**src/dbmc_pkg.sv**
```systemverilog
// ----------------------------------------------------------------------------
// Debounced media controls package
// Shared constants, register indexes and button numbering for the core.
// ----------------------------------------------------------------------------
package dbmc_pkg;

  localparam int unsigned BTN_COUNT = 4;

  // Button slots, in the order they are handled within one tick.
  localparam int unsigned BTN_PLAY     = 0;
  localparam int unsigned BTN_OSD      = 1;
  localparam int unsigned BTN_VOL_UP   = 2;
  localparam int unsigned BTN_VOL_DOWN = 3;

  localparam int unsigned CFG_WIDTH   = 16;
  localparam int unsigned CFG_IDX_W   = 2;
  localparam int unsigned STAMP_WIDTH = 32;
  localparam int unsigned STEP_WIDTH  = 4;
  localparam int unsigned MASK_WIDTH  = 3;
  localparam int unsigned LEVEL_WIDTH = 9;

  typedef enum logic [CFG_IDX_W-1:0] {
    REG_DEBOUNCE_PLAY   = 2'd0,
    REG_DEBOUNCE_OSD    = 2'd1,
    REG_DEBOUNCE_VOLUME = 2'd2,
    REG_VOLUME_SHOW     = 2'd3
  } reg_index_t;

  localparam logic [CFG_WIDTH-1:0] DEBOUNCE_RESET    = 16'd30;
  localparam logic [CFG_WIDTH-1:0] VOLUME_SHOW_RESET = 16'd1500;

  localparam int unsigned           VOL_STEPS      = 16;
  localparam logic [STEP_WIDTH-1:0] VOL_TOP_STEP   = STEP_WIDTH'(VOL_STEPS - 1);
  localparam logic [STEP_WIDTH-1:0] VOL_RESET_STEP = 4'd8;

  localparam logic [MASK_WIDTH-1:0]  MASK_ALL   = 3'h7;
  localparam logic [LEVEL_WIDTH-1:0] LEVEL_MULT = 9'd17;
  localparam logic [LEVEL_WIDTH-1:0] LEVEL_CAP  = 9'd256;

endpackage

```
**src/debounced_button_media_controls_core.sv**
```systemverilog
// ----------------------------------------------------------------------------
// Debounced button media controls core
// Debounces four active-low buttons against a millisecond timestamp and
// keeps pause, overlay mask and volume step state with a timed indicator.
// ----------------------------------------------------------------------------
// Each request is one poll tick and produces exactly one result. A request is
// taken whenever in_ready is high: button debouncing and the shared state
// update happen in the cycle in which the request is accepted, and the result
// is written into the output register at that same edge, so it is offered in
// the cycle after acceptance. That output register is the only stage, so
// in_ready is high whenever it is empty or being drained in the same cycle; the
// sustained rate is one tick per clock while out_ready is high. Configuration
// writes take effect at once and should only be made while no result is pending.
module debounced_button_media_controls_core (
  input  logic                              clk,
  input  logic                              rst,
  input  logic                              cfg_we,
  input  logic [dbmc_pkg::CFG_IDX_W-1:0]    cfg_index,
  input  logic [dbmc_pkg::CFG_WIDTH-1:0]    cfg_wdata,
  input  logic                              in_valid,
  output logic                              in_ready,
  input  logic [dbmc_pkg::STAMP_WIDTH-1:0]  now_ms,
  input  logic                              raw_play,
  input  logic                              raw_osd,
  input  logic                              raw_vol_up,
  input  logic                              raw_vol_down,
  output logic                              out_valid,
  input  logic                              out_ready,
  output logic                              paused_flag,
  output logic [dbmc_pkg::MASK_WIDTH-1:0]   overlay_mask,
  output logic [dbmc_pkg::STEP_WIDTH-1:0]   volume_step_out,
  output logic [dbmc_pkg::LEVEL_WIDTH-1:0]  volume_level,
  output logic                              volume_visible
);

  localparam int unsigned NB = dbmc_pkg::BTN_COUNT;
  localparam int unsigned SW = dbmc_pkg::STAMP_WIDTH;

  logic [dbmc_pkg::CFG_WIDTH-1:0] debounce_play_ms;
  logic [dbmc_pkg::CFG_WIDTH-1:0] debounce_osd_ms;
  logic [dbmc_pkg::CFG_WIDTH-1:0] debounce_volume_ms;
  logic [dbmc_pkg::CFG_WIDTH-1:0] volume_show_ms;

  logic [NB-1:0]  last_level;
  logic [NB-1:0]  stable_level;
  logic [SW-1:0]  change_stamp [NB];
  logic           pause_state;
  logic [dbmc_pkg::MASK_WIDTH-1:0] mask_state;
  logic [dbmc_pkg::STEP_WIDTH-1:0] step_state;
  logic           show_state;
  logic [SW-1:0]  show_deadline;

  logic           accept;
  logic [NB-1:0]  raw;
  logic [NB-1:0]  stable_level_next;
  logic [NB-1:0]  press;
  logic [SW-1:0]  stamp_eff [NB];
  logic [dbmc_pkg::CFG_WIDTH-1:0] hold [NB];
  logic           pause_next;
  logic [dbmc_pkg::MASK_WIDTH-1:0] mask_next;
  logic [dbmc_pkg::STEP_WIDTH-1:0] step_up;
  logic [dbmc_pkg::STEP_WIDTH-1:0] step_next;
  logic           vol_press;
  logic           show_raised;
  logic [SW-1:0]  deadline_next;
  logic           show_next;
  logic [dbmc_pkg::LEVEL_WIDTH-1:0] level_prod;
  logic [dbmc_pkg::LEVEL_WIDTH-1:0] level_next;

  function automatic logic [dbmc_pkg::LEVEL_WIDTH-1:0] LEVEL_WIDTH_MUL(
    input logic [dbmc_pkg::STEP_WIDTH-1:0] step
  );
    logic [dbmc_pkg::LEVEL_WIDTH-1:0] wide;
    wide = dbmc_pkg::LEVEL_WIDTH'(step);
    return (wide << 4) + wide;
  endfunction

  assign in_ready = !out_valid || out_ready;
  assign accept   = in_valid && in_ready;
  assign raw      = {raw_vol_down, raw_vol_up, raw_osd, raw_play};

  assign hold[dbmc_pkg::BTN_PLAY]     = debounce_play_ms;
  assign hold[dbmc_pkg::BTN_OSD]      = debounce_osd_ms;
  assign hold[dbmc_pkg::BTN_VOL_UP]   = debounce_volume_ms;
  assign hold[dbmc_pkg::BTN_VOL_DOWN] = debounce_volume_ms;

  // A change restarts the stable window at this tick's timestamp, so it is
  // confirmed in the same tick only when the debounce time is zero.
  always_comb begin
    for (int b = 0; b < NB; b++) begin
      stamp_eff[b] = (raw[b] != last_level[b]) ? now_ms : change_stamp[b];
      if ((SW'(now_ms - stamp_eff[b]) >= SW'(hold[b])) && (raw[b] != stable_level[b])) begin
        stable_level_next[b] = raw[b];
        press[b]             = stable_level[b] && !raw[b];
      end else begin
        stable_level_next[b] = stable_level[b];
        press[b]             = 1'b0;
      end
    end
  end

  always_comb begin
    pause_next = pause_state ^ press[dbmc_pkg::BTN_PLAY];
    mask_next  = press[dbmc_pkg::BTN_OSD] ? (mask_state - 3'd1) : mask_state;

    // Volume up acts before volume down when both land in one tick.
    step_up = step_state;
    if (press[dbmc_pkg::BTN_VOL_UP] && (step_state < dbmc_pkg::VOL_TOP_STEP)) begin
      step_up = step_state + 4'd1;
    end
    step_next = step_up;
    if (press[dbmc_pkg::BTN_VOL_DOWN] && (step_up != '0)) begin
      step_next = step_up - 4'd1;
    end

    vol_press     = press[dbmc_pkg::BTN_VOL_UP] || press[dbmc_pkg::BTN_VOL_DOWN];
    deadline_next = vol_press ? (now_ms + SW'(volume_show_ms)) : show_deadline;
    show_raised   = show_state || vol_press;
    show_next     = show_raised && !(now_ms >= deadline_next);

    level_prod = LEVEL_WIDTH_MUL(step_next);
    if (step_next == '0) begin
      level_next = '0;
    end else if (level_prod > dbmc_pkg::LEVEL_CAP) begin
      level_next = dbmc_pkg::LEVEL_CAP;
    end else begin
      level_next = level_prod;
    end
  end

  always_ff @(posedge clk) begin
    if (rst) begin
      debounce_play_ms   <= dbmc_pkg::DEBOUNCE_RESET;
      debounce_osd_ms    <= dbmc_pkg::DEBOUNCE_RESET;
      debounce_volume_ms <= dbmc_pkg::DEBOUNCE_RESET;
      volume_show_ms     <= dbmc_pkg::VOLUME_SHOW_RESET;
    end else if (cfg_we) begin
      case (dbmc_pkg::reg_index_t'(cfg_index))
        dbmc_pkg::REG_DEBOUNCE_PLAY:   debounce_play_ms   <= cfg_wdata;
        dbmc_pkg::REG_DEBOUNCE_OSD:    debounce_osd_ms    <= cfg_wdata;
        dbmc_pkg::REG_DEBOUNCE_VOLUME: debounce_volume_ms <= cfg_wdata;
        dbmc_pkg::REG_VOLUME_SHOW:     volume_show_ms     <= cfg_wdata;
        default: ;
      endcase
    end
  end

  always_ff @(posedge clk) begin
    if (rst) begin
      last_level    <= '1;
      stable_level  <= '1;
      for (int b = 0; b < NB; b++) begin
        change_stamp[b] <= '0;
      end
      pause_state   <= 1'b0;
      mask_state    <= dbmc_pkg::MASK_ALL;
      step_state    <= dbmc_pkg::VOL_RESET_STEP;
      show_state    <= 1'b0;
      show_deadline <= '0;
    end else if (accept) begin
      last_level    <= raw;
      stable_level  <= stable_level_next;
      for (int b = 0; b < NB; b++) begin
        change_stamp[b] <= stamp_eff[b];
      end
      pause_state   <= pause_next;
      mask_state    <= mask_next;
      step_state    <= step_next;
      show_state    <= show_next;
      show_deadline <= deadline_next;
    end
  end

  always_ff @(posedge clk) begin
    if (rst) begin
      out_valid <= 1'b0;
    end else if (accept) begin
      out_valid <= 1'b1;
    end else if (out_ready) begin
      out_valid <= 1'b0;
    end
  end

  always_ff @(posedge clk) begin
    if (accept) begin
      paused_flag     <= pause_next;
      overlay_mask    <= mask_next;
      volume_step_out <= step_next;
      volume_level    <= level_next;
      volume_visible  <= show_next;
    end
  end

  // An accepted request always leaves a result behind it.
  a_accept_gives_result: assert property (@(posedge clk) disable iff (rst)
    accept |=> out_valid)
    else $error("accepted request produced no result");

  // Shared state moves only on an accepted request.
  a_state_holds: assert property (@(posedge clk) disable iff (rst)
    !accept |=> ($stable(step_state) && $stable(mask_state) && $stable(pause_state)))
    else $error("media state changed without a request");

  // The level is zero exactly when the step is zero.
  a_level_zero: assert property (@(posedge clk) disable iff (rst)
    out_valid |-> ((volume_level == '0) == (volume_step_out == '0)))
    else $error("volume level disagrees with step");

endmodule
```
**config.mk**
```make
export PLATFORM = sky130hd
export DESIGN_NAME = debounced_button_media_controls_core
export DESIGN_NICKNAME = d
export VERILOG_FILES = /design/src/dbmc_pkg.sv /design/src/debounced_button_media_controls_core.sv
export SDC_FILE = /design/constraint.sdc
export NUM_CORES = 1
export LEC_CHECK = 0
export BUFFER_PORTS_ARGS = -buffer_cell sky130_fd_sc_hd__buf_4
export CORE_ASPECT_RATIO = 0.6
export CORE_UTILIZATION = 40
export CTS_BUF_LIST = sky130_fd_sc_hd__clkbuf_2 sky130_fd_sc_hd__clkbuf_4 sky130_fd_sc_hd__clkbuf_8
export DETAILED_ROUTE_END_ITERATION = 6
export MAX_ROUTING_LAYER = met4
export PLACE_DENSITY = 0.69
export SLEW_MARGIN = 20
export SYNTH_ARGS = -nofsm -noshare
export SYNTH_HDL_FRONTEND = slang
export SYNTH_SLANG_ARGS = --single-unit
```
**constraint.sdc**
```tcl
create_clock -name clk -period 8.9 [get_ports clk]
set_input_delay 0.89 -clock clk [delete_from_list [all_inputs] [get_ports clk]]
set_output_delay 0.89 -clock clk [all_outputs]
set_load 0.01 [all_outputs]
```
==> flow_metrics.py, run 1 <==
metrics = {
    "run_status": {
        "outcome": "completed",
    },
    "floorplan": {
        "pin_count": 79,
        "core_sq_um": 54300,
        "die_h_um": 184,
        "die_area_sq_um": 55900,
        "die_x_um": 305,
        "num_rows": 66,
        "initial_core_util": 0.405,
    },
    "clock_network": {
        "cts_tree": "done",
        "hold_buffers": 0,
        "clock_sinks": 255,
        "clk_pin_slew_worst_paths_ps": 60,
        "numCtsBuffers": 43,
        "root_buffer": "clkbuf_8",
        "cts_buffer_depth": 3,
        "worstSkewPairLatency_ps": 620,
        "h-tree-depth": 2,
    },
    "detailed_routing": {
        "wire_per_inst_um": 20.7,
        "drc": 0,
        "vias": 20500,
        "finalWirelength_mm": 72.4,
        "avgViaCountPerCell": 5.85,
        "antenna_left": 0,
        "drt-initial-drc-count": 1870,
        "drtPass1Iterations": 5,
    },
    "cells_and_area": {
        "n_fill_cell": 5215,
        "nets": 3035,
        "multi_input_area_sq_um": 14600,
        "finalInstanceArea_sq_um": 24700,
        "area_delta_synth_final_pct": 12.2,
        "drive_gt1_frac": 0.113,
        "seq_area_sq_um": 6520,
    },
    "grt": {
        "grt_antenna_before_repair": 1,
        "grt_pass1_vias": 19100,
        "grtUsageTotal": 0.262,
        "grt_pass1_wl_mm": 112,
        "overflow": 0,
        "grt_max_degree": 98,
    },
    "worst_setup_path": {
        "slowest_delay_ps": 550,
        "worst_setup_path_end_kind": "flop",
        "crit_path_max_fanout": 3,
        "crit_required_ps": 9420,
        "crit_type": "in -> reg",
        "reg2regPathDepth": 39,
        "r2r_start": "last_level[3]",
        "cp_slowest_cell": "or4b_1",
        "cp_common_cell": "a21o_1",
        "r2r_end": "show_state",
        "startpoint_type": "input pin",
        "cp.arrival_ps": 8930,
        "ff2ff_setup_slack_ps": 530,
    },
    "logic_synthesis": {
        "yosysWarnings": 0,
        "avgSynthCellArea_sq_um": 8.27,
        "syn_nets": 2943,
        "ys_async_sr_fraction": 0,
        "ys_ff_latch": 255,
        "seq_area_frac_synth": 0.296,
        "synthFlopType": "edfxtp_1",
        "synth_edf_count": 141,
        "syn_area_sq_um": 22000,
        "yosysUniqueCellTypes": 100,
        "syn_inst": 2658,
    },
    "power_and_ir_drop": {
        "power.share.clock": 0.259,
        "p_int_uw": 2770,
        "p_switching_uw": 1790,
        "p_per_area_nw_per_um2": 184,
        "seq_power_share": 0.306,
        "p_leak_uw": 0.0105,
        "p_sw_frac": 0.393,
        "pwr-share-comb": 0.434,
        "vdd_ir_drop_max_mv": 0.126,
    },
    "timing": {
        "worst_slack_ps": 494,
        "fmax_mhz": 119,
        "skew_ps": 20.7,
        "hold_viol": 0,
        "relSlewSlack": 0.270,
        "setup_viol": 0,
        "drv_slew": 0,
        "period_share": 0.945,
        "finalCriticalPeriod_ps": 8410,
        "tightest_slew_ps": 1100,
    },
    "min_path": {
        "hold_depth": 2,
        "hp-class": "reg -> reg",
        "worstHoldStart": "debounce_play_ms[7]",
        "holdPathEnd": "debounce_play_ms[7]",
    },
    "job": {
        "maxCapViolCount": 0,
    },
    "placed_design": {
        "place_congestion": 0.989,
        "port_buffers": 77,
        "place_area_sq_um": 23700,
        "dp_slack_ps": -135,
        "dp_hpwl_mm": 56.1,
    },
}
routing by layer:
layer	vias to the layer above	wire [um]	GRT usage
met4	0	883	0.0420
met5	-	0	-
met1	9862	36900	0.405
li1	9745	-	-
met3	71	6240	0.0377
met2	777	28400	0.357
critical path, delay by kind of cell:
kind / cells / cell delay (ps)
AND/OR/NAND/NOR: 13 / 2420
buffers and inverters: 2 / 270
multiplexers: 1 / 290
XOR/XNOR: 1 / 210
adder cells (fa/ha/maj): 3 / 800
AO/OA/AOI/OAI: 20 / 4070
synthesized netlist by cell type (19+ instances only):
| library cell | count | area share |
|---|---|---|
| o21bai_1 | 23 | 0.0079 |
| mux2i_1 | 128 | 0.058 |
| nor2b_1 | 37 | 0.011 |
| nand3_1 | 40 | 0.0091 |
| edfxtp_1 | 141 | 0.19 |
| xnor2_1 | 93 | 0.037 |
| xor2_1 | 45 | 0.018 |
| nor3_1 | 56 | 0.013 |
| nand4_1 | 31 | 0.0088 |
| and3_1 | 22 | 0.0063 |
| a31oi_1 | 19 | 0.0054 |
| clkbuf_1 | 88 | 0.015 |
| a21oi_1 | 283 | 0.064 |
| nand3b_1 | 19 | 0.0065 |
| o21a_1 | 22 | 0.0075 |
| a21o_1 | 72 | 0.025 |
| dfxtp_1 | 114 | 0.10 |
| nor2_1 | 286 | 0.049 |
| inv_1 | 129 | 0.022 |
| nand2_1 | 321 | 0.055 |
| nand2b_1 | 50 | 0.014 |
| ha_1 | 223 | 0.13 |
| o21ai_0 | 88 | 0.020 |
power groups by stage:
stage,combinational (uW),clock [uW],sequential [uW]
finish,1980,1180,1400
global route,2170,1250,1410
CTS,1940,1190,1390
detailed placement,1920,0,1420
global placement,1890,0,1410
floorplan,1360,0,1410
what timing repair did:
item / CTS / global route
setup endpoints to repair: 0 / 2
resized for setup: 0 / 8
setup buffers: 0 / 1
endpoints found under the hold margin: 0 / 0
per-stage QoR:
step                hold WS (ps)  setup TNS (ps)   util  std cells  power (uW)
finish                       456               0  0.455       3497        4550
global route                 472           -11.1  0.455       3496        4820
CTS                          456               0  0.454       3495        4530
detailed placement           447            -247  0.437       3418        3340
global placement             441               0  0.437       3418        3310
floorplan                    434               0      -       2658        2770
cell usage in the layout, fill, tap and decap left out, drive strengths merged, types with 93 or more instances in the layout:
cell type	n
ha	223
mux2i	128
dfxtp	114
a21oi	283
inv	130
nand2	322
edfxtp	141
nor2	288
o21ai	95
xnor2	93
buf	169
how the worst max path moves through the flow:
| stage | cells past startpoint | slack, ps | start | endpoint |
|---|---|---|---|---|
| finish | 40 | 490 | raw_vol_down | show_state |
| global placement | 45 | 50 | raw_vol_down | show_state |
| floorplan | 45 | 10 | raw_vol_down | volume_visible |
| CTS | 44 | 310 | last_level[3] | show_state |
| global route | 45 | -10 | raw_vol_down | show_state |
| detailed placement | 44 | -130 | raw_vol_down | show_state |
kinds of logic after synthesis:
| kind of cell | count (synthesis) | share of synthesized area |
|---|---|---|
| multiplexers | 135 | 0.0618 |
| AO/OA/AOI/OAI | 681 | 0.201 |
| AND/OR/NAND/NOR | 955 | 0.203 |
| adder cells (fa/ha/maj) | 241 | 0.137 |
| flip-flops | 255 | 0.296 |
| other | 1 | 0.000171 |
| buffers and inverters | 251 | 0.0455 |
| XOR/XNOR | 139 | 0.0557 |
state kept, by name, indices dropped and copies added (netlist names), 4 cells and up:
signal and flops:
debounce_play_ms 16, debounce_osd_ms 16, volume_show_ms 16, last_level 4
show_deadline 32, step_state 4, volume_step_out 4, debounce_volume_ms 16
stable_level 4, volume_level 4, change_stamp 128
cell type report:
cell class                      instances  share of cell area
Tap cell                              714              0.0362
Clock buffer                           61              0.0312
Antenna cell                            1            0.000101
Multi-Input combinational cell       2152               0.591
Timing Repair Buffer                  169              0.0519
Inverter                              129              0.0197
Clock inverter                         16             0.00548
Sequential cell                       255               0.264
(Power assumes the default switching activity.)
==> run 2, diff against run 1 <==
CORE_ASPECT_RATIO = 1.4   (was 0.6)
==> flow_metrics.py, run 2 (synthesis gave the netlist of run 1 again) <==
metrics = {
    "run_status": {
        "outcome": "completed",
    },
    "grt": {
        "grt_max_degree": 89,
        "grt_pass1_vias": 20100,
        "overflow": 0,
        "grtUsageTotal": 0.255,
        "grt_pass1_wl_mm": 110,
        "grt_antenna_before_repair": 1,
    },
    "cells_and_area": {
        "nets": 3024,
        "reg.largest.list": "change_stamp (128), show_deadline (32)",
        "finalInstanceArea_sq_um": 24500,
        "drive_gt1_frac": 0.106,
        "multi_input_area_sq_um": 14600,
        "largest_register_ffs": 128,
        "n_fill_cell": 5354,
        "final_util": 0.453,
        "final_common_cell": "nand2_1",
        "seq_area_sq_um": 6520,
        "final_cell_mix": "321 x nand2_1, 286 x nor2_1, 282 x a21oi_1, 223 x ha_1, 158 x buf_4",
        "area_delta_synth_final_pct": 11.6,
        "top_register": "change_stamp",
    },
    "detailed_routing": {
        "drt-initial-drc-count": 1228,
        "drc": 0,
        "finalWirelength_mm": 70.2,
        "wire_per_inst_um": 20.1,
        "vias": 20100,
        "antenna_left": 0,
        "drtPass1Iterations": 5,
        "avgViaCountPerCell": 5.76,
    },
    "worst_setup_path": {
        "crit_required_ps": 9420,
        "slowest_delay_ps": 520,
        "cp_common_cell": "a21o_1",
        "cp.arrival_ps": 8840,
        "cp_num_buf_inv": 5,
        "worst_setup_path_end_kind": "flop",
        "crit_path_max_fanout": 3,
        "crit_type": "in -> reg",
        "critical-path-top-delay-family": "compound AO/OA/AOI/OAI gates",
        "startpoint_type": "input pin",
        "cp_slowest_cell": "or4b_1",
    },
    "floorplan": {
        "die_area_sq_um": 55900,
        "pin_count": 79,
        "die_x_um": 200,
        "core_sq_um": 54200,
        "die_h_um": 279,
        "num_rows": 101,
        "initial_core_util": 0.406,
    },
    "timing": {
        "finalCriticalPeriod_ps": 8330,
        "tightest_slew_ps": 997,
        "period_share": 0.936,
        "skew_ps": 37.2,
        "relSlewSlack": 0.331,
        "setup_tns_ps": 0,
        "setup_viol": 0,
        "hold_viol": 0,
        "drv_slew": 0,
        "rsz0062_at_grt": "no",
        "fmax_mhz": 120,
    },
    "power_and_ir_drop": {
        "p_leak_uw": 0.0104,
        "p_per_area_nw_per_um2": 182,
        "vdd_ir_drop_max_mv": 0.106,
        "power_uw": 4470,
    },
    "min_path": {
        "hp-class": "reg -> reg",
    },
    "placed_design": {
        "dp_hpwl_mm": 52.8,
        "port_buffers": 77,
        "place_congestion": 0.986,
        "place_area_sq_um": 23600,
    },
    "clock_network": {
        "cts_tree": "done",
        "worstSkewPairLatency_ps": 600,
        "cts_resized": 0,
        "clk_pin_slew_worst_paths_ps": 60,
        "clock_sinks": 255,
        "postCtsSetupBuffers": 0,
        "cts_buffer_depth": 3,
        "root_buffer": "clkbuf_8",
        "hold_buffers": 0,
        "h-tree-depth": 2,
        "numCtsBuffers": 43,
    },
    "job": {
        "maxCapViolCount": 0,
    },
}
-- run 2: cell type report --
| cell class | instances | share of cell area |
|---|---|---|
| Clock buffer | 57 | 0.0289 |
| Antenna cell | 1 | 0.000102 |
| Inverter | 129 | 0.0198 |
| Tap cell | 721 | 0.0368 |
| Clock inverter | 20 | 0.00694 |
| Timing Repair Buffer | 158 | 0.0484 |
| Multi-Input combinational cell | 2152 | 0.593 |
| Sequential cell | 255 | 0.266 |
-- run 2: final timing paths --
kind                            slack, ps  cells after the start             endpoint           startpoint
worst max-delay path                  570                     47           show_state         raw_vol_down
worst min register to register        460                      2  debounce_osd_ms[10]  debounce_osd_ms[10]
worst min-delay path                  460                      2  debounce_osd_ms[10]  debounce_osd_ms[10]
worst max register to register        630                     46           show_state        last_level[3]
-- run 2: worst register-to-register path, delay by kind of cell, from the launching register on --
| family | cells | cell delay (ps) |
|---|---|---|
| buffers and inverters | 4 | 470 |
| AO/OA/AOI/OAI | 19 | 3530 |
| AND/OR/NAND/NOR | 17 | 2370 |
| flip-flops | 1 | 400 |
| multiplexers | 1 | 290 |
| XOR/XNOR | 1 | 150 |
| adder cells (fa/ha/maj) | 4 | 980 |
-- run 2: per-stage QoR --
stage / worst slack [ps] / hold slack [ps] / cells
floorplan: 11.5 / 434 / 2658
global placement: 21.7 / 440 / 3415
detailed placement: -10.7 / 446 / 3415
CTS: 541 / 456 / 3492
global route: 13.3 / 467 / 3493
finish: 572 / 455 / 3493
-- run 2: report_power, final --
part / total (uW) / switching [uW] / internal (uW) / leakage, uW
Clock: 1120 / 514 / 607 / 0.000470
Sequential: 1390 / 49.3 / 1340 / 0.00245
Combinational: 1950 / 1160 / 789 / 0.00750
Total: 4470 / 1730 / 2740 / 0.0104
-- run 2: per-layer routing --
| metal | up-vias | global-route usage | wire length [um] |
|---|---|---|---|
| met5 | - | - | 0 |
| met4 | 0 | 0.149 | 4210 |
| met3 | 201 | 0.0232 | 2630 |
| met2 | 530 | 0.463 | 36100 |
| met1 | 9678 | 0.269 | 27300 |
| li1 | 9727 | - | - |
==> run 3, diff against run 2 <==
CAP_MARGIN = 30   (was default)
CORE_ASPECT_RATIO = default   (was 1.4)
==> flow_metrics.py, run 3 (synthesis gave the netlist of run 1 again) <==
metrics = {
    "run_status": {
        "outcome": "completed",
    },
    "timing": {
        "relSlewSlack": 0.386,
        "finalCriticalPeriod_ps": 8290,
        "hold_viol": 0,
        "drv_slew": 0,
        "setup_tns_ps": 0,
        "setup_viol": 0,
        "period_share": 0.931,
        "worst_slack_ps": 610,
        "fmax_mhz": 121,
        "skew_ps": 34.7,
        "rsz0062_at_grt": "no",
        "tightest_slew_ps": 915,
    },
    "clock_network": {
        "h-tree-depth": 2,
        "hold_buffers": 0,
        "root_buffer": "clkbuf_8",
        "cts_tree": "done",
        "worstSkewPairLatency_ps": 650,
        "clock_sinks": 255,
        "clk_pin_slew_worst_paths_ps": 50,
        "numCtsBuffers": 48,
        "cts_buffer_depth": 3,
    },
    "cells_and_area": {
        "n_fill_cell": 5259,
        "final_common_cell": "nand2_1",
        "largest_register_ffs": 128,
        "finalInstanceArea_sq_um": 24600,
        "diodes": 0,
        "top_register": "change_stamp",
        "final_cell_mix": "321 x nand2_1, 286 x nor2_1, 282 x a21oi_1, 223 x ha_1, 141 x edfxtp_1",
        "nets": 3007,
        "final_util": 0.455,
        "drive_gt1_frac": 0.105,
        "reg.largest.list": "change_stamp (128), show_deadline (32)",
        "area_delta_synth_final_pct": 11.8,
    },
    "worst_setup_path": {
        "critical-path-top-delay-family": "compound AO/OA/AOI/OAI gates",
        "crit_type": "in -> reg",
        "cp.arrival_ps": 8840,
        "crit_required_ps": 9450,
        "ff2ff_setup_slack_ps": 620,
        "cp_slowest_cell": "or4b_1",
        "crit_path_max_fanout": 3,
        "reg2regPathDepth": 46,
        "startpoint_type": "input pin",
        "cp_common_cell": "a21o_1",
        "cp_num_buf_inv": 4,
        "r2r_start": "last_level[3]",
        "worst_setup_path_end_kind": "flop",
        "slowest_delay_ps": 520,
        "r2r_end": "show_state",
    },
    "min_path": {
        "worstHoldStart": "debounce_play_ms[12]",
        "holdPathEnd": "debounce_play_ms[12]",
        "hold_depth": 2,
        "hp-class": "reg -> reg",
    },
    "power_and_ir_drop": {
        "p_int_uw": 2890,
        "pwr-share-comb": 0.413,
        "p_leak_uw": 0.0104,
        "power.share.clock": 0.284,
        "vdd_ir_drop_max_mv": 0.114,
        "power_uw": 4610,
        "p_per_area_nw_per_um2": 187,
        "p_switching_uw": 1720,
        "seq_power_share": 0.302,
        "p_sw_frac": 0.374,
    },
    "placed_design": {
        "port_buffers": 77,
        "dp_slack_ps": -42.0,
        "place_congestion": 0.959,
        "dp_hpwl_mm": 50.0,
        "place_area_sq_um": 23500,
    },
    "grt": {
        "grtUsageTotal": 0.240,
        "grt_antenna_before_repair": 0,
        "grt_max_degree": 71,
        "overflow": 0,
        "grt_pass1_wl_mm": 104,
        "grt_pass1_vias": 19700,
    },
    "floorplan": {
        "die_h_um": 236,
        "initial_core_util": 0.407,
        "num_rows": 85,
        "pin_count": 79,
        "die_area_sq_um": 55900,
        "core_sq_um": 54000,
        "die_x_um": 236,
    },
    "detailed_routing": {
        "drc": 0,
        "avgViaCountPerCell": 5.77,
        "drtPass1Iterations": 6,
        "drt-initial-drc-count": 1158,
        "vias": 20000,
        "antenna_left": 0,
        "wire_per_inst_um": 19.0,
        "finalWirelength_mm": 65.6,
    },
    "job": {
        "maxCapViolCount": 0,
    },
}
-- run 3: changes by cell type in the layout (fill, tap and decap cells not counted), moves of 4 or more --
cell / change
buf_12: +4
buf_4: -26
clkbuf_4: +13
clkbuf_8: +11
clkinv_1: -6
clkinv_2: -7
-- run 3: power by group through the flow --
stage	sequential, uW	combinational, uW	clock, uW
5_1_grt	1400	2110	1380
4_1_cts	1390	1890	1340
3_5_place_dp	1420	1880	0
2_1_floorplan	1410	1360	0
3_3_place_gp	1410	1830	0
6_report	1390	1910	1310
-- run 3: final cells by class --
cell class	count	area, sq um	share of cell area
multi-input combinational	2152	14600	0.592
sequential	255	6520	0.265
timing repair buffer	136	1070	0.0435
clock buffer	81	958	0.0390
tap	696	871	0.0354
inverter	129	487	0.0198
clock inverter	9	133	0.00539
-- run 3: metrics by stage --
stage | cells | hold slack, ps
after floorplan | 2658 | 434
after global placement | 3365 | 441
after detailed placement | 3367 | 447
after CTS | 3457 | 454
after global routing | 3458 | 472
final | 3458 | 453
-- run 3: worst max-delay path by stage --
stage	startpoint	to	depth (start not counted)
floorplan	raw_vol_down	volume_visible	45
global placement	raw_vol_down	show_state	47
detailed placement	raw_vol_down	show_state	46
CTS	last_level[3]	show_state	45
global route	last_level[3]	show_state	46
finish	raw_vol_down	show_state	46
-- run 3: per-layer routing --
layer  wire [um]  part of all wire  vias up  global-route usage
li1            -                 -     9698                   -
met1       28900              0.44     9522               0.302
met3        4020             0.061      149              0.0293
met4        2280             0.035        0              0.0931
met2       30400              0.46      581               0.392
met5           0                 0        -                   -
-- run 3: worst min-delay path, stage by stage (launching register included) --
cell and delay [ps]:
dfxtp_1 300, nand2_1 50, a21oi_1 50
-- run 3: timing repair --
action / CTS / global route
endpoints found under the setup margin: 0 / 2
setup buffers: 0 / 0
gates resized for setup: 0 / 2
